--- src/rtl/qsl_pkg.sv ---
package qsl_pkg;

	// fixed point format
	localparam int FRAC_BITS  = 30;
	localparam int PROD_SHIFT = 2 * FRAC_BITS - 30;

	// pipeline geometry
	localparam int SQ_CELLS  = 31;
	localparam int DIV_BITS  = 42;

	// angle constants, Q.30
	localparam logic signed [35:0] PI_Q      = 36'sd3373259426;
	localparam logic signed [35:0] TWO_PI_Q  = 36'sd6746518852;
	localparam logic signed [35:0] HALF_PI_Q = 36'sd1686629713;
	localparam logic signed [33:0] GAIN_INV_Q = 34'sd652032874;
	localparam logic [31:0]        PI_U      = 32'd3373259426;

	// one and epsilon, Q.30
	localparam logic signed [36:0] QONE_Q = 37'sd1073741824;
	localparam logic signed [36:0] EPS_Q  = 37'sd1074;

	// data carried alongside the arithmetic chains
	typedef struct packed {
		logic [31:0]       alpha;
		logic [3:0][31:0]  a;
		logic [3:0][31:0]  b;
		logic [3:0]        spin;
		logic              flip;
		logic              lin;
		logic [32:0]       spin_rad;
		logic [29:0]       d30;
		logic [30:0]       st;
		logic [31:0]       theta;
		logic              sgn_a;
		logic              sgn_b;
	} side_t;

	typedef struct packed {
		logic [60:0] v;
		logic [61:0] res;
	} sqrt_t;

	typedef struct packed {
		logic signed [33:0] x;
		logic signed [33:0] y;
		logic signed [33:0] z;
	} cordic_t;

	typedef struct packed {
		logic [61:0]         rem;
		logic [DIV_BITS-1:0] q;
	} div_t;

	// arctangent of 2^-i, Q.30
	function automatic logic signed [33:0] atan_q(input int i);
		logic signed [33:0] r;
		case (i)
			0: r = 34'sd843314856;
			1: r = 34'sd497837829;
			2: r = 34'sd263043836;
			3: r = 34'sd133525158;
			4: r = 34'sd67021686;
			5: r = 34'sd33543515;
			6: r = 34'sd16775850;
			7: r = 34'sd8388437;
			8: r = 34'sd4194282;
			9: r = 34'sd2097149;
			default: begin
				if (i <= 30) r = $signed(34'((64'd1 << (30 - i)) - 64'd1));
				else r = '0;
			end
		endcase
		return r;
	endfunction

endpackage

--- src/rtl/qsl_div_cell.sv ---
module qsl_div_cell import qsl_pkg::*; #(
	parameter int K = 0
) (
	input  logic        clk,
	input  logic        en,
	input  logic [30:0] st,
	input  div_t        d,
	output div_t        q
);

	logic [72:0]         dv;
	logic                ge;
	logic [DIV_BITS-1:0] qn;

	// restoring step for quotient bit K
	always_comb begin
		dv    = 73'(st) << K;
		ge    = 73'(d.rem) >= dv;
		qn    = d.q;
		qn[K] = ge;
	end

	always_ff @(posedge clk) begin
		if (en) begin
			q.rem <= ge ? d.rem - dv[61:0] : d.rem;
			q.q   <= qn;
		end
	end

endmodule

--- config.mk ---
export PLATFORM = sky130hd
export DESIGN_NAME = qsl_div_cell
export DESIGN_NICKNAME = d
export VERILOG_FILES = /design/src/rtl/qsl_pkg.sv /design/src/rtl/qsl_div_cell.sv
export SDC_FILE = /design/constraint.sdc
export NUM_CORES = 1
export LEC_CHECK = 0
export BUFFER_PORTS_ARGS = -buffer_cell sky130_fd_sc_hd__buf_4
export CORE_MARGIN = 2
export CORE_UTILIZATION = 47
export DETAILED_ROUTE_END_ITERATION = 7
export GPL_ROUTABILITY_DRIVEN = 0
export GPL_TIMING_DRIVEN = 0
export HOLD_SLACK_MARGIN = 0.02
export PLACE_DENSITY = 0.88
export SETUP_SLACK_MARGIN = 0.2
export SYNTH_ARGS = -nofsm -noshare
export SYNTH_HDL_FRONTEND = slang
export SYNTH_SLANG_ARGS = --single-unit
--- constraint.sdc ---
create_clock -name clk -period 5.5 [get_ports clk]
set_input_delay 1.1 -clock clk [delete_from_list [all_inputs] [get_ports clk]]
set_output_delay 1.1 -clock clk [all_outputs]
set_load 0.005 [all_outputs]
[Word-level counts from Yosys, hierarchy flattened]
Index checks and enable logic that the tools add are counted.
Widths: inputs -> output; s select.
Word-level totals
  bits in registers: 104
  latch bits: 0
  RAM bits: 0
  bits in read-only memories: 0
  bits of input ports: 137
  output and inout port bits: 104
  logic and storage cells: 5
  memories kept: 0
Operators by class
  add/subtract/negate cells: 1
  multipliers: 0
  div/mod/pow operators: 0
  magnitude comparators: 1
  equality and inequality tests: 0
  shifts and indexed selects: 0
  muxes and demuxes: 1
  bitwise operators: 0
  reduce and logical (&&, ||, !) cells: 0
Operators by type and width (number)
  $ge 62x31->1: 1
  $mux 62: 1
  $sub 62x31->62: 1

[Longest topological paths before layout]
  word-level depth: 2
  depth in mapped cells: 14
  depth with buffers taken out: 12

[Least setup slack after synthesis]
No wires, ideal clock.
  kind: input-to-reg
  from: input d[82] in the netlist's numbering
  to: register q[76] in the netlist's numbering, data pin
  setup time: 266 ps
  arrival: 3514 ps
  data required time: 5234 ps
  slack: 1720 ps
  stages: 10
  buffers on the path: 2
  cell sequence: or3_1 -> or4b_4 -> or4b_4 -> nand3b_4 -> a31oi_4 -> and2_1 -> buf_6 -> buf_6 -> nor3_1 -> xor2_1
On the way
  word-level cells in the longest chain between the ends: 2
Ends and longest elaborated chain
  start, declared: line qsl_div_cell.sv:7  | input div_t d,
  $ge 62x31->1: line qsl_div_cell.sv:18  | ge = 73'(d.rem) >= dv;
  $mux 62: line qsl_div_cell.sv:25  | q.rem <= ge ? d.rem - dv[61:0] : d.rem;
  end, declared: line qsl_div_cell.sv:8  | output div_t q
No other way between the ends.
A chain may end at the register's enable or synchronous reset.

[Final worst setup path]
  from: input st[0]
  to: register q[102] in the netlist's numbering, data pin
On the way
  word-level cells in the longest chain between the ends: 2
  elaborated cells between the ends (all ways): 3
  classes of those cells: add/sub: 1; order compare: 1; mux: 1
Ends and longest elaborated chain
  start, declared: line qsl_div_cell.sv:6  | input logic [30:0] st,
  $sub 62x31->62 or $ge 62x31->1 (tied branches): line qsl_div_cell.sv:25, qsl_div_cell.sv:18
  $mux 62 (*): line qsl_div_cell.sv:25
Every way passes the cells marked *; elsewhere a longest branch is shown, timed or not.

==> run summary <==
pins over their slew limit: 0
RSZ-0062 raised after global routing: no
DR iter-0 viols: 494
total wire length: 18800 um
port buffer count: 238
Nets: 1025
Max Cap Viol: 0
die outline height: 119 um
Final Worst Setup Slack: 1.49 ns
Final Cycle Share: 72.9%
Min Clock Period, post-route: 4.01 ns
sequential area share after synthesis: 49.9%
count of different cell masters after synthesis: 56
Final setup violation count: 0
Max FO, Critical Path: 7
Setup CP Type: in2reg
max incr delay on CP: 0.56 ns
CTS buffer count: 9
#FFs+latches synth: 104
1st-pass router iterations: 5
clock sink total: 104
Clk pin slew, worst setup/hold paths: 0.08 ns
biggest regs: q: 104 flops
max FFs per register: 104
initial core utilization: 47.6%
area grow syn2layout: 36.6%
vias in the first global route: 5556
Post-synth EDFFs: 104
commonest non-fill, non-tap cells in the layout: buf_4 (238), edfxtp_1 (104), nor2_1 (63), a21oi_1 (61), nand2_1 (44)
Ports: 241
All-Layer GR Usage: 26.2%
vias per cell: 5.55
Chip Width: 119 um
Slew @ Worst Pin: 1.33 ns
first-pass GRT wire length: 28900 um
GR Overflow Total: 0
Worst setup EP type: register
share of layout cells above drive strength 1: 32.1%
# DRC: 0
Post-Syn Area: 6260 um^2
TritonCTS clock tree: built
Cells after Synth: 607
largest net degree at the start of global routing: 105
PwrDens: 251 nW/um^2
Post-Syn Area per Cell: 10.3 um^2
core area: 13100 um^2
post-cts sizing count: 0
max frequency: 249 MHz
Synth Net Count: 776
CP required: 5.60 ns
die area: 14200 um^2
worst rel slew slack: 11.4%
setup_tns: 0 ns
Most used DFF post-synth: edfxtp_1
Max Buffers Root-to-Sink: 2
Max VDD drop: 0.134 mV
Hold WC Path Type: in2reg
Core Util, Final: 65.1%
Top reg by flops: q
WP buf/inv: 1
HPWL Detailed: 14600 um
CP Launch Type: input pin
YS warnings: 0
crit-path leading delay family: compound AO/OA/AOI/OAI gates
Worst EP arrival: 4.11 ns
Root Driver: clkbuf_16
most common library cell in the layout ignoring fill and taps: buf_4
cell row count: 42
Cell Chain, Critical Path: buf_4, ha_1, fa_1, nor2b_1, o21ai_0, nand2_1, a31oi_1, o31a_1, a21oi_1, o2111ai_1, xnor2_1
antenna-violating nets left: 0
wire per inst: 18.1 um
CTS Hold Bufs: 0
pre-CTS setup slack: 1.24 ns
leak pwr: 3.59 nW
Async SR Flop Fraction: 0%
initial antenna violation count: 1
via count: 5761
CP max-delay cell: a21oi_1
final number of hold-violating endpoints: 0
status: complete, no violations
# Post-CTS Setup Buffers: 0
H-tree levels: 3
==> through the flow <==
| step | cells | power [mW] | hold WS (ns) | cell area, um^2 |
|---|---|---|---|---|
| finish | 1038 | 2.15 | 0.925 | 8550 |
| global route | 1038 | 2.24 | 0.917 | 8550 |
| CTS | 1037 | 2.16 | 0.918 | 8550 |
| floorplan | 607 | 1.25 | 1.20 | 6260 |
| global placement | 1021 | 1.53 | 1.28 | 8260 |
| detailed placement | 1021 | 1.55 | 1.28 | 8260 |
==> kinds of logic after synthesis <==
| logic type | share of synthesized area [%] |
|---|---|
| adders and majority gates | 6.52 |
| buffers and inverters | 4.10 |
| AOI/OAI and AO/OA | 13.5 |
| DFF | 49.9 |
| and+or+nand+nor | 17.9 |
| xor gates and xnor gates | 8.12 |
==> power by group <==
group	internal, mW	total, mW	leakage (nW)	switching (mW)
registers	0.977	1.00	1.02	0.0241
clock network	0.315	0.616	0.129	0.301
logic	0.269	0.532	2.45	0.263
total	1.56	2.15	3.59	0.589
==> synth_stat cells, types with 3 or more instances <==
cell type  instances  area [um^2]
a21o_1             7         52.6
edfxtp_1         104         3120
ha_1              31          388
or4_1              6         45.0
inv_1             37          139
clkbuf_1          11         41.3
a31oi_1            5         31.3
and2_1             4         25.0
a21oi_1           61          305
xor2_1            18          158
nor2b_1            5         31.3
nor4b_2            3         45.0
xnor2_1           40          350
nand2_1           44          165
nor3_1            14         70.1
nand2b_1           6         37.5
nor4_1            11         68.8
nand3_1           16         80.1
o21a_1             6         45.0
o21ai_0           36          180
o21bai_1           3         22.5
and3_1             4         25.0
buf_6              4         45.0
buf_2              5         25.0
nor2_1            63          236
o211ai_1           3         22.5
or3_1              8         50.1
nand4_1           13         81.3
nand3b_1           4         30.0
==> layer usage <==
layer / global-route usage, % / routed length (um) / vias to the layer above
met2: 45.4 / 9260 / 309
met3: 5.36 / 1540 / 52
met5: 0 / 0 / -
met1: 31.1 / 7250 / 2679
met4: 12.4 / 744 / 0
li1: - / - / 2721
==> cell type report <==
| cell class | instances | area, um^2 |
|---|---|---|
| sequential | 104 | 3120 |
| timing repair buffer | 238 | 1790 |
| antenna | 1 | 2.50 |
| clock buffer | 10 | 229 |
| buffer | 20 | 111 |
| tap | 176 | 220 |
| multi-input combinational | 445 | 2880 |
| inverter | 38 | 145 |
| fill | 1048 | 4590 |
| clock inverter | 6 | 53.8 |
==> final timing paths <==
check                  from                to  slack (ns)  cells past startpoint
worst max-delay path  st[0]  q[102]$_DFFE_PP_        1.49                     11
worst min-delay path   d[7]    q[7]$_DFFE_PP_        0.93                      1
Power figures use the tool's default switching activity.
