File: src/rtl/qsl_pkg.sv
package qsl_pkg;

	// fixed point format
	localparam int FRAC_BITS  = 30;
	localparam int PROD_SHIFT = 2 * FRAC_BITS - 30;

	// pipeline geometry
	localparam int SQ_CELLS  = 31;
	localparam int DIV_BITS  = 42;

	// angle constants, Q.30
	localparam logic signed [35:0] PI_Q      = 36'sd3373259426;
	localparam logic signed [35:0] TWO_PI_Q  = 36'sd6746518852;
	localparam logic signed [35:0] HALF_PI_Q = 36'sd1686629713;
	localparam logic signed [33:0] GAIN_INV_Q = 34'sd652032874;
	localparam logic [31:0]        PI_U      = 32'd3373259426;

	// one and epsilon, Q.30
	localparam logic signed [36:0] QONE_Q = 37'sd1073741824;
	localparam logic signed [36:0] EPS_Q  = 37'sd1074;

	// data carried alongside the arithmetic chains
	typedef struct packed {
		logic [31:0]       alpha;
		logic [3:0][31:0]  a;
		logic [3:0][31:0]  b;
		logic [3:0]        spin;
		logic              flip;
		logic              lin;
		logic [32:0]       spin_rad;
		logic [29:0]       d30;
		logic [30:0]       st;
		logic [31:0]       theta;
		logic              sgn_a;
		logic              sgn_b;
	} side_t;

	typedef struct packed {
		logic [60:0] v;
		logic [61:0] res;
	} sqrt_t;

	typedef struct packed {
		logic signed [33:0] x;
		logic signed [33:0] y;
		logic signed [33:0] z;
	} cordic_t;

	typedef struct packed {
		logic [61:0]         rem;
		logic [DIV_BITS-1:0] q;
	} div_t;

	// arctangent of 2^-i, Q.30
	function automatic logic signed [33:0] atan_q(input int i);
		logic signed [33:0] r;
		case (i)
			0: r = 34'sd843314856;
			1: r = 34'sd497837829;
			2: r = 34'sd263043836;
			3: r = 34'sd133525158;
			4: r = 34'sd67021686;
			5: r = 34'sd33543515;
			6: r = 34'sd16775850;
			7: r = 34'sd8388437;
			8: r = 34'sd4194282;
			9: r = 34'sd2097149;
			default: begin
				if (i <= 30) r = $signed(34'((64'd1 << (30 - i)) - 64'd1));
				else r = '0;
			end
		endcase
		return r;
	endfunction

endpackage

File: src/rtl/qsl_sqrt_cell.sv
module qsl_sqrt_cell import qsl_pkg::*; #(
	parameter int K = 0
) (
	input  logic  clk,
	input  logic  en,
	input  sqrt_t d,
	output sqrt_t q
);

	localparam logic [61:0] BIT = 62'd1 << (2 * K);

	logic [61:0] t;
	logic        ge;

	// trial subtract for one root bit
	always_comb begin
		t  = d.res + BIT;
		ge = 62'(d.v) >= t;
	end

	always_ff @(posedge clk) begin
		if (en) begin
			if (ge) begin
				q.v   <= d.v - t[60:0];
				q.res <= (d.res >> 1) + BIT;
			end else begin
				q.v   <= d.v;
				q.res <= d.res >> 1;
			end
		end
	end

endmodule

File: config.mk
export PLATFORM = sky130hd
export DESIGN_NAME = qsl_sqrt_cell
export DESIGN_NICKNAME = d
export VERILOG_FILES = /design/src/rtl/qsl_pkg.sv /design/src/rtl/qsl_sqrt_cell.sv
export SDC_FILE = /design/constraint.sdc
export NUM_CORES = 1
export LEC_CHECK = 0
export ABC_AREA = 1
export BUFFER_PORTS_ARGS = -buffer_cell sky130_fd_sc_hd__buf_4
export CAP_MARGIN = 5
export CORE_ASPECT_RATIO = 1.4
export CORE_MARGIN = 2
export CORE_UTILIZATION = 50
export DETAILED_ROUTE_END_ITERATION = 8
export GPL_TIMING_DRIVEN = 0
export PLACE_DENSITY_LB_ADDON = 0.3
export SYNTH_ARGS = -nofsm -noshare
export SYNTH_HDL_FRONTEND = slang
export SYNTH_SLANG_ARGS = --single-unit
File: constraint.sdc
create_clock -name clk -period 4.98 [get_ports clk]
set_input_delay 0.996 -clock clk [delete_from_list [all_inputs] [get_ports clk]]
set_output_delay 0.996 -clock clk [all_outputs]
set_load 0.02 [all_outputs]
* Word-level counts from Yosys, hierarchy flattened
Cells that the tools add are included.
** Cells by class
- Add/subtract/negate cells :: 3
- Magnitude comparators :: 1
- Multiplexer cells :: 1
** Operators with widths (count)
- $mux 123 :: 1
- $add 61x1->62 const B :: 1
- $add 62x1->62 const B :: 1
- $ge 61x62->1 :: 1
- $sub 61x61->61 :: 1
** Storage, ports and cells
- Input bits :: 125
- Register bits after elaboration :: 123

* Logic depth before layout (Yosys ltp)
- Depth in word-level cells :: 3
- Mapped depth :: 26

* Least setup slack after synthesis
Ideal clock, no wire load.
- Kind :: input to register
- Start point :: in d[1] in the netlist's numbering
- End point :: reg q[56] in the netlist's numbering (data pin)
- Path buffers :: 2
- Stages :: 24
- Setup slack :: 646 ps
- Setup time :: 252 ps
- Arrival time :: 4082 ps
- Cells stage by stage :: ha_1 > inv_1 > nor2_1 > nand2_1 > nor2_1 > nand4_1 > inv_1 > nand2_1 > xnor2_1 > mux2i_1 > ha_1 > nand2_1 > nor2_1 > inv_1 > nor2_1 > nand2_1 > nor3_1 > nand2_1 > nand3_1 > nand2_2 > buf_2 > buf_2 > nand3_1 > nand2_1
** On the way
- Word-level cells in the longest chain between the ends :: 3
- Elaborated cells between the ends (all ways) :: 4
- Classes of those cells :: add/sub: 2; order compare: 1; mux: 1
** RTL lines
- from (decl) :: line qsl_sqrt_cell.sv:6 : input sqrt_t d,
- $add 62x1->62 :: line qsl_sqrt_cell.sv:17 : t = d.res + BIT;
- $ge 61x62->1 :: line qsl_sqrt_cell.sv:18 : ge = 62'(d.v) >= t;
- $mux 123 (*) :: line qsl_sqrt_cell.sv:23 : if (ge) begin
- to (decl) :: line qsl_sqrt_cell.sv:7 : output sqrt_t q
Every way passes the cells marked *; elsewhere a longest branch is shown, timed or not.
A chain may end at the register's enable or synchronous reset.

* Final worst setup path
- Start point :: in d[1] in the netlist's numbering
- End point :: reg q[92] in the netlist's numbering (data pin)
** On the way
- Word-level cells in the longest chain between the ends :: 3
- Elaborated cells between the ends (all ways) :: 4
- Classes of those cells :: add/sub: 2; order compare: 1; mux: 1
** RTL lines (line)
- $add 62x1->62 (*) :: qsl_sqrt_cell.sv:17
- $sub 61x61->61 / $ge 61x62->1 (equally long branches) :: qsl_sqrt_cell.sv:24, qsl_sqrt_cell.sv:18
- $mux 123 (*) :: qsl_sqrt_cell.sv:23
Marks and branches as above.

==> impl_metrics.csv <==
group,metric,value,unit
status,status,"completed",
setup_path,crit_top_cell,"nand2_1",
sta,finalHoldViolCount,0,
global_route,grt_remaining_overflow,0,
drt,drc,0,
setup_path,worstPathRequired,5.17,ns
layout,largest_register_ff_count,123,
power,power_density,250.6,mW/mm^2
sta,setup_viol,0,
synthesis,synthMostInstantiatedCell,"nand2_1",
clocking,clk_pin_slew,0.07,ns
setup_path,worst-path-buf-inv,6,
synthesis,synth_largest_area_cell,"edfxtp_1",
layout,drive_gt1_frac,0.1601,
layout,top_register,"q",
place,placed_area,0.01587,mm^2
drt,wire_per_inst,20.33,um
place,place.gp.congestion,1.137,
power,finalPower,4.240,mW
synthesis,synth_area,0.01365,mm^2
layout,top_regs,"q: 123 flops",
clocking,root_buffer,"clkbuf_16",
drt,viasPerCell,5.488,
sta,fin_crit,4.870,ns
setup_path,cp-endpoint,"q[92]",
setup_path,cp-startpoint,"d[1]",
job,maxCapViolations,0,
power,switching_share,0.3988,
clocking,clockBufferDepth,2,
die,die_w,143.7,um
global_route,grt_pass1_vias,15083,
die,io_pins,248,
synthesis,synth_cells,2260,
setup_path,criticalPathCategory,"primary input to flip-flop",
synthesis,ys_types,34,
worst_hold_path,min_path_type,"primary input to flip-flop",
die,core-area,0.02683,mm^2
drt,antenna_left,0,
drt,vias,15921,
global_route,grt_max_degree,83,
synthesis,yosysWarnings,0,
global_route,grt_pass1_wl,85.57,mm
synthesis,synth_top_area_share,0.2705,
sta,fin_crit_sh,0.9780,
die,start_util,0.5090,
clocking,clock_sinks,123,
setup_path,critical_path.top_delay_family,"simple AND/OR/NAND/NOR gates",
power,internal_power,2.549,mW
drt,wl,58.99,mm
setup_path,cp_data_arrival_time,5.06,ns
setup_path,start_kind,"primary input",
setup_path,end_kind,"flip-flop",
setup_path,crit_fanout,10,
die,rows,71,
power,power.share.sequential,0.311,
synthesis,seq_area_frac_synth,0.2705,
sta,max-slew-margin-rel,0.5916,
power,p_sw,1.691,mW
synthesis,postSynth.asyncResetShare,0,
clocking,cts_tree,"done",
setup_path,worst-path-stages,22,
place,hpwl,49.56,mm
synthesis,yosys_register_bits,123,
synthesis,synth_area_leaders,"edfxtp_1 (27%), nand2_1 (26%), inv_1 (9.9%)",
synthesis,synthFlopType,"edfxtp_1",
clocking,numCtsBuffers,17,
power,power_leakage,9.037,nW
setup_path,cp_slowest_stage_delay,0.47,ns
sta,tightest_slew,0.6126,ns
global_route,track_usage,0.4081,
setup_path,crit_chain,"buf_4, ha_1, inv_1, nor2_4, nand2_1, nor2_2, nand2_1, inv_2, nand3_2, nor2_4, nand3_1, xor2_1, ha_1, inv_1, nor4_1, nand2_1, a21oi_2, nand2_8, buf_6, clkbuf_4, nand3_1, nand2_2",
drt,first_pass_iters,7,
setup_path,crit_slowest_cell,"nor4_1",
global_route,antenna_found_initial,0,
layout,fin_area,0.01692,mm^2
layout,syn2layout_area_growth,23.94,%
layout,num-nets-final,2712,
synthesis,synth-edff-count,123,
synthesis,synth_area_per_cell,6.042,um^2
layout,diodes,0,
sta,slew_viol_final,0,
power,p_comb_frac,0.401,
die,dieArea,0.02867,mm^2
die,dieHeight,199.5,um
clocking,cts_hold_buf,0,
synthesis,synth_common_cells,"nand2_1 (946), inv_1 (359), nor2_1 (209), nand3_1 (205), edfxtp_1 (123)",
clocking,cts_max_level,4,
power,ir_drop,285.0,uV
sta,fmax,0.2053,GHz
drt,first_iter_violations,1585,
place,numPortBuffers,231,
power,clockPowerShare,0.288,
synthesis,synth_nets,2449,
## cell usage in the layout, fill, tap and decap left out, types with 8 or more instances in the layout
cell type	Yosys	final
nand2_1	946	939
a21oi_1	48	47
xor2_1	89	83
nor3_1	33	28
inv_1	359	358
nor2_1	209	184
buf_2	21	19
nand3_1	205	202
mux2i_1	15	9
nor2_2	4	17
ha_1	63	52
nor2_4	0	12
o21ai_0	8	8
clkbuf_16	0	17
edfxtp_1	123	123
clkbuf_2	10	10
nand4_1	36	36
xnor2_1	34	30
nand2_2	4	9
buf_4	16	257
## power by group through the flow
stage | Clock (mW) | Sequential [mW] | Combinational [mW]
6_report | 1.22 | 1.32 | 1.70
3_5_place_dp | 0 | 1.34 | 1.60
3_3_place_gp | 0 | 1.34 | 1.58
5_1_grt | 1.25 | 1.33 | 1.83
2_1_floorplan | 0 | 1.49 | 0.796
4_1_cts | 1.22 | 1.32 | 1.64
## cell families after synthesis
group,share of synthesized area
AND/OR/NAND/NOR,0.4338
buffers and inverters,0.1232
XOR/XNOR,0.07890
flip-flops,0.2705
adder cells (fa/ha/maj),0.05920
AO/OA/AOI/OAI,0.02337
multiplexers,0.01100
## through the flow
step	setup slack, ns	setup TNS (ns)	utilization	instances	hold WS [ns]
finish	0.1096	0	0.6308	2901	0.8501
global route	-0.01634	-0.04561	0.6308	2901	0.8720
CTS	0.04309	0	0.6211	2895	0.8383
detailed placement	-1.268	-126.20	0.5916	2857	1.313
global placement	-1.306	-128.89	0.5906	2856	1.312
floorplan	0.6458	0	-	2260	1.109
## what timing repair did
item	CTS	global route
pin swaps	8	12
setup endpoints to repair	123	122
endpoints found under the hold margin	0	0
setup buffers	6	6
gates resized for setup	49	51
## worst min path at each step
stage | startpoint | slack [ns] | endpoint | cells past startpoint
2_1_floorplan | en | 1.11 | q[0] | 0
3_3_place_gp | d[69] | 1.31 | q[69] | 3
3_5_place_dp | d[68] | 1.31 | q[68] | 3
4_1_cts | d[68] | 0.84 | q[68] | 3
5_1_grt | d[120] | 0.87 | q[120] | 3
6_report | d[69] | 0.85 | q[69] | 3
## area by class of cell
class,count,area (um^2)
tap,365,456.7
clock inverter,14,121.4
clock buffer,18,429.2
timing repair buffer,244,1852
sequential,123,3694
buffer,59,347.8
multi-input combinational,1717,8668
inverter,361,1355
fill,2598,9905
## per-layer routing
| metal | track usage | vias to the layer above | wire (um) |
|---|---|---|---|
| met5 | 0 | - | 0 |
| li1 | - | 7558 | - |
| met3 | 0.07956 | 256 | 4636 |
| met1 | 0.4285 | 7208 | 20410 |
| met4 | 0.3533 | 0 | 5912 |
| met2 | 0.6921 | 899 | 28030 |
Power figures use the tool's default switching activity.
