<file path="src/rtl/qsl_pkg.sv">
package qsl_pkg;

	// fixed point format
	localparam int FRAC_BITS  = 30;
	localparam int PROD_SHIFT = 2 * FRAC_BITS - 30;

	// pipeline geometry
	localparam int SQ_CELLS  = 31;
	localparam int DIV_BITS  = 42;

	// angle constants, Q.30
	localparam logic signed [35:0] PI_Q      = 36'sd3373259426;
	localparam logic signed [35:0] TWO_PI_Q  = 36'sd6746518852;
	localparam logic signed [35:0] HALF_PI_Q = 36'sd1686629713;
	localparam logic signed [33:0] GAIN_INV_Q = 34'sd652032874;
	localparam logic [31:0]        PI_U      = 32'd3373259426;

	// one and epsilon, Q.30
	localparam logic signed [36:0] QONE_Q = 37'sd1073741824;
	localparam logic signed [36:0] EPS_Q  = 37'sd1074;

	// data carried alongside the arithmetic chains
	typedef struct packed {
		logic [31:0]       alpha;
		logic [3:0][31:0]  a;
		logic [3:0][31:0]  b;
		logic [3:0]        spin;
		logic              flip;
		logic              lin;
		logic [32:0]       spin_rad;
		logic [29:0]       d30;
		logic [30:0]       st;
		logic [31:0]       theta;
		logic              sgn_a;
		logic              sgn_b;
	} side_t;

	typedef struct packed {
		logic [60:0] v;
		logic [61:0] res;
	} sqrt_t;

	typedef struct packed {
		logic signed [33:0] x;
		logic signed [33:0] y;
		logic signed [33:0] z;
	} cordic_t;

	typedef struct packed {
		logic [61:0]         rem;
		logic [DIV_BITS-1:0] q;
	} div_t;

	// arctangent of 2^-i, Q.30
	function automatic logic signed [33:0] atan_q(input int i);
		logic signed [33:0] r;
		case (i)
			0: r = 34'sd843314856;
			1: r = 34'sd497837829;
			2: r = 34'sd263043836;
			3: r = 34'sd133525158;
			4: r = 34'sd67021686;
			5: r = 34'sd33543515;
			6: r = 34'sd16775850;
			7: r = 34'sd8388437;
			8: r = 34'sd4194282;
			9: r = 34'sd2097149;
			default: begin
				if (i <= 30) r = $signed(34'((64'd1 << (30 - i)) - 64'd1));
				else r = '0;
			end
		endcase
		return r;
	endfunction

endpackage

</file>
<file path="src/rtl/qsl_cordic_cell.sv">
module qsl_cordic_cell import qsl_pkg::*; #(
	parameter int I      = 0,
	parameter bit VECTOR = 1'b0
) (
	input  logic    clk,
	input  logic    en,
	input  cordic_t d,
	output cordic_t q
);

	logic signed [33:0] xs, ys, at;
	logic               r;

	// micro-rotation direction: vectoring drives y to zero, rotation drives z to zero
	always_comb begin
		xs = $signed(d.x) >>> I;
		ys = $signed(d.y) >>> I;
		at = atan_q(I);
		r  = VECTOR ? !d.y[33] : d.z[33];
	end

	always_ff @(posedge clk) begin
		if (en) begin
			if (r) begin
				q.x <= d.x + ys;
				q.y <= d.y - xs;
				q.z <= d.z + at;
			end else begin
				q.x <= d.x - ys;
				q.y <= d.y + xs;
				q.z <= d.z - at;
			end
		end
	end

endmodule

</file>
<file path="config.mk">
export PLATFORM = sky130hd
export DESIGN_NAME = qsl_cordic_cell
export DESIGN_NICKNAME = d
export VERILOG_FILES = /design/src/rtl/qsl_pkg.sv /design/src/rtl/qsl_cordic_cell.sv
export SDC_FILE = /design/constraint.sdc
export NUM_CORES = 1
export LEC_CHECK = 0
export CAP_MARGIN = 10
export CORE_AREA = 3 3 166 168
export CTS_CLUSTER_DIAMETER = 150
export CTS_CLUSTER_SIZE = 16
export DETAILED_ROUTE_END_ITERATION = 12
export DIE_AREA = 0 0 169 171
export DONT_BUFFER_PORTS = 1
export GPL_ROUTABILITY_DRIVEN = 0
export PLACE_DENSITY = 0.52
export SYNTH_ARGS = -nofsm -noshare
export SYNTH_HDL_FRONTEND = slang
export SYNTH_SLANG_ARGS = --single-unit
</file>
<file path="constraint.sdc">
create_clock -name clk -period 4.3 [get_ports clk]
set_input_delay 0.645 -clock clk [delete_from_list [all_inputs] [get_ports clk]]
set_output_delay 0.645 -clock clk [all_outputs]
set_load 0.01 [all_outputs]
</file>
== Word level (Yosys, flattened, before mapping) ==
Cells that the tools add are included.

* $add $sub $neg: 5
* Multiplexer cells: 1

{| class="wikitable"
|+ Operator list
! cell !! count
|-
| two-way mux 102 bit || 1
|-
| subtractor 34 bit || 2
|-
| adder 34 x 31 -> 34 bit, second input constant || 1
|-
| adder 34 bit || 1
|-
| subtractor 34 x 31 -> 34 bit, second input constant || 1
|}

* Logic and storage cells: 9
* Register bits after elaboration: 102
* Output and inout bits: 102
* Input port bits: 104

== Depth between registers and ports, before layout ==
Gate-level depths: netlist of the first run.

* Depth in word-level cells: 2
* Depth in mapped cells: 13
* Gate-level depth less buffers: 12

== Worst setup path after synthesis of the first run ==
Ideal clock, no wire load.

* Path type: input-to-reg
* From: input d[33] in the netlist's numbering
* To: register q[29] in the netlist's numbering, data pin
* Library setup time: 0.260 ns
* Buffers on the path: 2
* Slack: 0.427 ns
* Stages: 13
* Data arrival time: 3.613 ns
* Required time: 4.040 ns
* Cell sequence: clkbuf_1 > clkinv_1 > clkbuf_1 > fa_1 > a211oi_1 > o21bai_1 > a211oi_1 > o2bb2ai_1 > a41o_1 > a211oi_2 > o21ai_0 > a21oi_1 > xnor2_1

* Word-level cells in the longest chain between the ends: 1

{| class="wikitable"
|+ Ends and longest elaborated chain
! what !! RTL line !! source
|-
| start: declaration || qsl_cordic_cell.sv:7 || <nowiki>input cordic_t d,</nowiki>
|-
| two-way mux 102 bit || qsl_cordic_cell.sv:24 || <nowiki>if (r) begin</nowiki>
|-
| end: declaration || qsl_cordic_cell.sv:8 || <nowiki>output cordic_t q</nowiki>
|}

Every way passes these cells.
A chain may end at the register's enable or synchronous reset.

== Worst setup path in the final report of the first run ==
* From: input d[52] in the netlist's numbering
* To: register q[64] in the netlist's numbering, data pin

* Word-level cells in the longest chain between the ends: 2
* Elaborated cells between the ends (all ways): 3
* Those cells by class: add/sub: 2; mux: 1

{| class="wikitable"
|+ Ends and longest elaborated chain
! what !! RTL line
|-
| adder 34 bit or subtractor 34 bit (tied branches) || qsl_cordic_cell.sv:30, qsl_cordic_cell.sv:26
|-
| two-way mux 102 bit * || qsl_cordic_cell.sv:24
|}

Mark *: on every way between the ends. The rest lies on a longest branch, timed or not.

==> reports/qor.csv, run 1 <==
metric,value,unit
GRT overflow,0,
Critical Path Start Type,input pin,
CP cell instances,inv_1 -> ha_1 -> or2_2 -> or2_1 -> or4_1 -> a211oi_2 -> o21a_2 -> o21ai_1 -> o311ai_1 -> xnor2_1,
Worst-path clk slew,0.08,ns
Die H,171,µm
Syn Std Cell Area,10370,µm²
main combinational cell family by area after synthesis,compound AO/OA/AOI/OAI gates,
hold_sp,d[2],
pin count of the biggest net entering global routing,102,
Syn Inst Count,1203,
Mapped Nets,1439,
DRC violations left,0,
Cells on Worst Hold Path,0,
number of enable flip-flop cells after synthesis,101,
Core Region,26060,µm²
die area,28900,µm²
std cell rows,59,
port buffer count,0,
post-synthesis simple-gate area fraction,14.23,%
Post-Synth XOR/XNOR Area,7.600,%
Wirelength per Cell,21.51,µm
Final Util,42.22,%
ys flop type,edfxtp_1,
All-Layer GR Usage,22.11,%
CTS sink count,101,
1st-iter DRT viols,930,
critical path class,in2reg,
minimum clock period,3.398,ns
Final Net Count,1418,
Final WS setup,0.9025,ns
number of synthesis warnings,0,
peak supply drop,179.1,µV
mux cell area share after synthesis,1.653,%
Crit path arrival time,3.47,ns
final wirelength,32750,µm
RSZ-0062 raised after global routing,false,
ant diodes,0,
top-count cell post-synth,a21oi_1,
initial antenna violation count,0,
Placed Cells,1506,
Post-CTS Resized,0,
Avg Synthesized Cell Area,8.622,µm²
Hold Path End,q[2],
max reg flops,101,
DRT antenna net count,0,
slowest cell on the critical path,or4_1,
Compound-Gate Fraction of Synth Area,25.42,%
Post-synth top cells,"138 x a21oi_1, 128 x ha_1, 101 x edfxtp_1, 101 x inv_1, 100 x o21ai_0",
dominant cell type by area after synthesis,edfxtp_1,
f_max,294.3,MHz
vias post-DR,8940,
Final Cycle Share,79.01,%
adder-cell share of the synthesized area,16.21,%
CP max stage delay,0.54,ns
Final Hold Fails,0,
worst hold path type,in2reg,
dpl hpwl,26210,µm
setup TNS,0,ns
synth top area cells,"edfxtp_1 29%, ha_1 15%, a21oi_1 6.7%",
Synth cell types,75,
CP required,4.38,ns
hold_ws,0.3873,ns
Root Driver,clkbuf_16,
"Setup Fix Bufs, Post-CTS",0,
# IOs,206,
setup violators final,0,
fin cells,1522,
Pins Over Slew Limit,0,
vias in the first global route,8602,
CP Max Fanout,13,
CTS Hold Buffers Added,0,
"Seq/Total Area, Yosys",29.24,%
leakage,4.617,nW
cts bufs inserted,9,
max-cap viol count,0,
share of cells above drive strength 1,4.549,%
pre-CTS setup slack,0.5666,ns
"flops & latches, synth",101,
via/cell ratio,5.874,
Layout area overhead,6.080,%
top flop regs,q x101,
H-tree Lvls,3,
Largest Register,q,
slew margin rel.,55.05,%
Starting Density,39.80,%
Slew @ Worst Pin,0.6680,ns
DRT Pass-1 Iters,5,
Yosys top cell area share,29.24,%
Clock Tree Buf Depth,2,
power density cells,318.2,nW/µm²
ys async rst share,0,%
first-pass GRT wire length,50320,µm
CTS tree,yes,
Die W,169,µm
run status,finished clean,
crit end category,flop,
through the flow:
| step | area (µm²) | total power, mW |
|---|---|---|
| floorplan | 10370 | 2.326 |
| CTS | 11000 | 3.525 |
| finish | 11000 | 3.502 |
| global route | 11000 | 3.704 |
| detailed placement | 10710 | 2.671 |
| global placement | 10710 | 2.671 |
cell usage in the layout, fill, tap and decap left out, types with 3 or more instances in the layout:
| master | n |
|---|---|
| a21oi_1 | 138 |
| ha_1 | 128 |
| inv_1 | 101 |
| edfxtp_1 | 101 |
| o21ai_0 | 100 |
| nor2_1 | 94 |
| xnor2_1 | 69 |
| nand2_1 | 67 |
| a21o_1 | 35 |
| o21bai_1 | 25 |
| xor2_1 | 21 |
| nor2b_1 | 20 |
| nor3_1 | 20 |
| nand3_1 | 18 |
| and3_1 | 17 |
| a211oi_1 | 17 |
| o21a_1 | 17 |
| mux2i_1 | 16 |
| buf_4 | 14 |
| nand2b_1 | 12 |
| nand4_1 | 11 |
| or3_1 | 11 |
| nor4_1 | 11 |
| clkbuf_16 | 9 |
| o31ai_1 | 8 |
| o211ai_1 | 7 |
| a221oi_1 | 6 |
| and2_1 | 4 |
| o21ai_1 | 4 |
| a31oi_1 | 4 |
| fa_1 | 4 |
| o2111ai_1 | 3 |
| or4_1 | 3 |
| or2_2 | 3 |
| nor3b_1 | 3 |
| o22ai_1 | 3 |
| a2111oi_0 | 3 |
worst max-delay path, delay by kind of cell:
kind	cells	cell delay (ns)
XOR/XNOR	1	0.12
AO/OA/AOI/OAI	4	1.00
adder cells (fa/ha/maj)	1	0.46
AND/OR/NAND/NOR	3	1.24
buffers and inverters	1	0.02
worst max-delay path by stage:
stage / from / endpoint / slack [ns] / cells after the start
after floorplan: d[33] / q[29] / 0.43 / 13
after global placement: d[37] / q[59] / 0.58 / 12
after detailed placement: d[52] / q[64] / 0.57 / 10
after CTS: d[52] / q[64] / 0.94 / 10
after global routing: d[55] / q[64] / 0.75 / 10
final: d[52] / q[64] / 0.90 / 10
per-layer routing:
metal | vias up | wire, µm | global-route usage, %
li1 | 4291 | - | -
met1 | 4224 | 15100 | 31.38
met2 | 390 | 14380 | 34.80
met3 | 35 | 2666 | 4.713
met4 | 0 | 593 | 4.940
met5 | - | 0 | 0
layout make-up:
cell class	instances	area, µm²
inverters	105	394.1
repair buffers	14	105.1
flip-flops and latches	101	3033
multi-input cells	951	6754
clock inverters	7	72.57
well taps	335	419.2
fillers	2597	15060
clock buffers	9	225.2
power by group:
part           internal (mW)  total [mW]  switching (mW)  leakage (nW)
Combinational          0.453        1.17           0.714          3.49
Clock                  0.455       0.844           0.390         0.142
Sequential              1.32        1.49           0.174         0.989
cell families (layout without fill, tap and decap cells):
group,count (synthesis),count (layout)
xor+xnor,90,90
flops,101,101
compound gates,409,409
simple gates,303,303
fa+ha+maj,132,132
mux,17,17
buf+inv,151,135
Note: power is estimated with default switching activity, not from simulation.
==> run 2: changes to the inputs <==
--- a/config.mk
+++ b/config.mk
@@ -13,7 +13,7 @@
 export DIE_AREA = 0 0 169 171
 export DONT_BUFFER_PORTS = 1
 export GPL_ROUTABILITY_DRIVEN = 0
-export PLACE_DENSITY = 0.52
+export PLACE_DENSITY = 0.53
 export SYNTH_ARGS = -nofsm -noshare
 export SYNTH_HDL_FRONTEND = slang
 export SYNTH_SLANG_ARGS = --single-unit
==> constraint.sdc (replaced) <==
create_clock -name clk -period 2.78 [get_ports clk]
set_input_delay 0.417 -clock clk [delete_from_list [all_inputs] [get_ports clk]]
set_output_delay 0.417 -clock clk [all_outputs]
set_load 0.01 [all_outputs]
==> run 2 against run 1 <==
Non-clock buffer count rose by 194. Global-route usage rose by 0.96 points. First-iteration DRC count fell by 9.0%. Largest cell class unchanged. Sequential share of layout area fell by 4.0 points. Die area did not move. Clock power rose by 66%. Sequential cell count did not move. Utilization rose by 7.3 points.
==> reports/qor.csv, run 2 (synthesis gave the netlist of run 1 again) <==
metric,value,unit
dpl hpwl,28190,µm
Placed Cells,1694,
minimum clock period,2.768,ns
max-cap viol count,0,
port buffer count,0,
Crit. Startpoint,d[36],
vias post-DR,9685,
die area,28900,µm²
Largest Register,q,
Final Hold Fails,0,
power density cells,463.7,nW/µm²
pin count of the biggest net entering global routing,102,
leakage,5.621,nW
1st-iter DRT viols,846,
Core Region,26060,µm²
RSZ-0062 raised after global routing,true,
setup violators final,0,
run status,finished clean,
CP max stage delay,0.42,ns
crit end category,flop,
H-tree Lvls,3,
first-pass GRT wire length,52520,µm
Die H,171,µm
final wirelength,34650,µm
CP cell instances,ha_1 -> or2_2 -> o211ai_1 -> and3_4 -> o211ai_1 -> buf_4 -> and3_1 -> or2_1 -> a311o_1 -> a21oi_2 -> xnor2_1,
cts bufs inserted,9,
DRC violations left,0,
Final Net Count,1612,
critical path class,in2reg,
vias in the first global route,9374,
share of cells above drive strength 1,22.38,%
fin cells,1716,
most frequent cells in the layout,"208 x buf_4, 129 x a21oi_1, 112 x ha_1",
f_max,361.2,MHz
Root Driver,clkbuf_16,
DRT Pass-1 Iters,5,
area post-placement,12240,µm²
std cell rows,59,
Clock Tree Buf Depth,2,
Critical Path Start Type,input pin,
Worst-path clk slew,0.08,ns
worst hold path type,in2reg,
# IOs,206,
hold_sp,d[0],
slew margin rel.,63.96,%
Crit path top cell by count,o211ai_1,
CP Max Fanout,3,
DRT antenna net count,0,
GRT overflow,0,
All-Layer GR Usage,23.07,%
Final Cell Area,12900,µm²
slowest cell on the critical path,a311o_1,
max reg flops,101,
CTS tree,yes,
top flop regs,q x101,
Die W,169,µm
"commonest non-fill, non-tap cell in the layout",buf_4,
Crit path arrival time,2.87,ns
Final Cycle Share,99.59,%
initial antenna violation count,0,
Layout area overhead,24.33,%
CP required,2.88,ns
via/cell ratio,5.644,
CTS sink count,101,
CTS Hold Buffers Added,0,
Starting Density,39.80,%
Slew @ Worst Pin,0.5357,ns
Pins Over Slew Limit,0,
ant diodes,0,
peak supply drop,313.3,µV
Wirelength per Cell,20.19,µm
-- run 2: worst paths after layout --
path | end | slack (ns) | depth (start not counted)
max | q[95] | 0.01 | 11
min | q[0] | 0.16 | 0
-- run 2: cell type report --
class | instances | area, µm²
Fill cell | 2502 | 13160
Multi-Input combinational cell | 951 | 7156
Sequential cell | 101 | 3033
Timing Repair Buffer | 208 | 1562
Tap cell | 335 | 419.2
Inverter | 105 | 406.6
Clock buffer | 9 | 225.2
Clock inverter | 7 | 95.09
-- run 2: critical path, delay by kind of cell --
| family | cells | cell delay (ns) |
|---|---|---|
| AO/OA/AOI/OAI | 4 | 1.02 |
| adder cells (fa/ha/maj) | 1 | 0.18 |
| buffers and inverters | 1 | 0.20 |
| XOR/XNOR | 1 | 0.08 |
| AND/OR/NAND/NOR | 4 | 0.98 |
-- run 2: timing repair --
action / in CTS / in global routing
setup buffers: 3 / 4
endpoints found under the hold margin: 0 / 0
resized for setup: 12 / 49
pin swaps: 10 / 16
setup endpoints to repair: 12 / 28
-- run 2: per-stage QoR --
| stage | util [%] | setup TNS [ns] | setup WS, ns | hold slack [ns] | power, mW |
|---|---|---|---|---|---|
| floorplan | - | -0.1394 | -0.06875 | 0.5159 | 3.633 |
| global placement | 46.97 | -11.69 | -0.6301 | 0.5159 | 4.498 |
| detailed placement | 46.97 | -12.62 | -0.6341 | 0.5159 | 4.510 |
| CTS | 48.54 | 0 | 0.002782 | 0.1405 | 5.938 |
| global route | 49.49 | -0.1069 | -0.04388 | 0.1368 | 6.300 |
| finish | 49.49 | 0 | 0.01152 | 0.1590 | 5.980 |
-- run 2: where the power goes --
part	switching (mW)	internal (mW)	total [mW]
Combinational	1.22	1.05	2.28
Sequential	0.269	2.04	2.30
Clock	0.602	0.794	1.40
Total	2.10	3.88	5.98
-- run 2: layer usage --
metal	up-vias	global-route usage (%)	wire length [µm]	share of wire, %
met5	-	0	0	0
met4	0	7.339	1051	3.0
met3	51	4.020	2656	7.7
met1	4552	32.83	15930	46
li1	4665	-	-	-
met2	417	35.80	15010	43
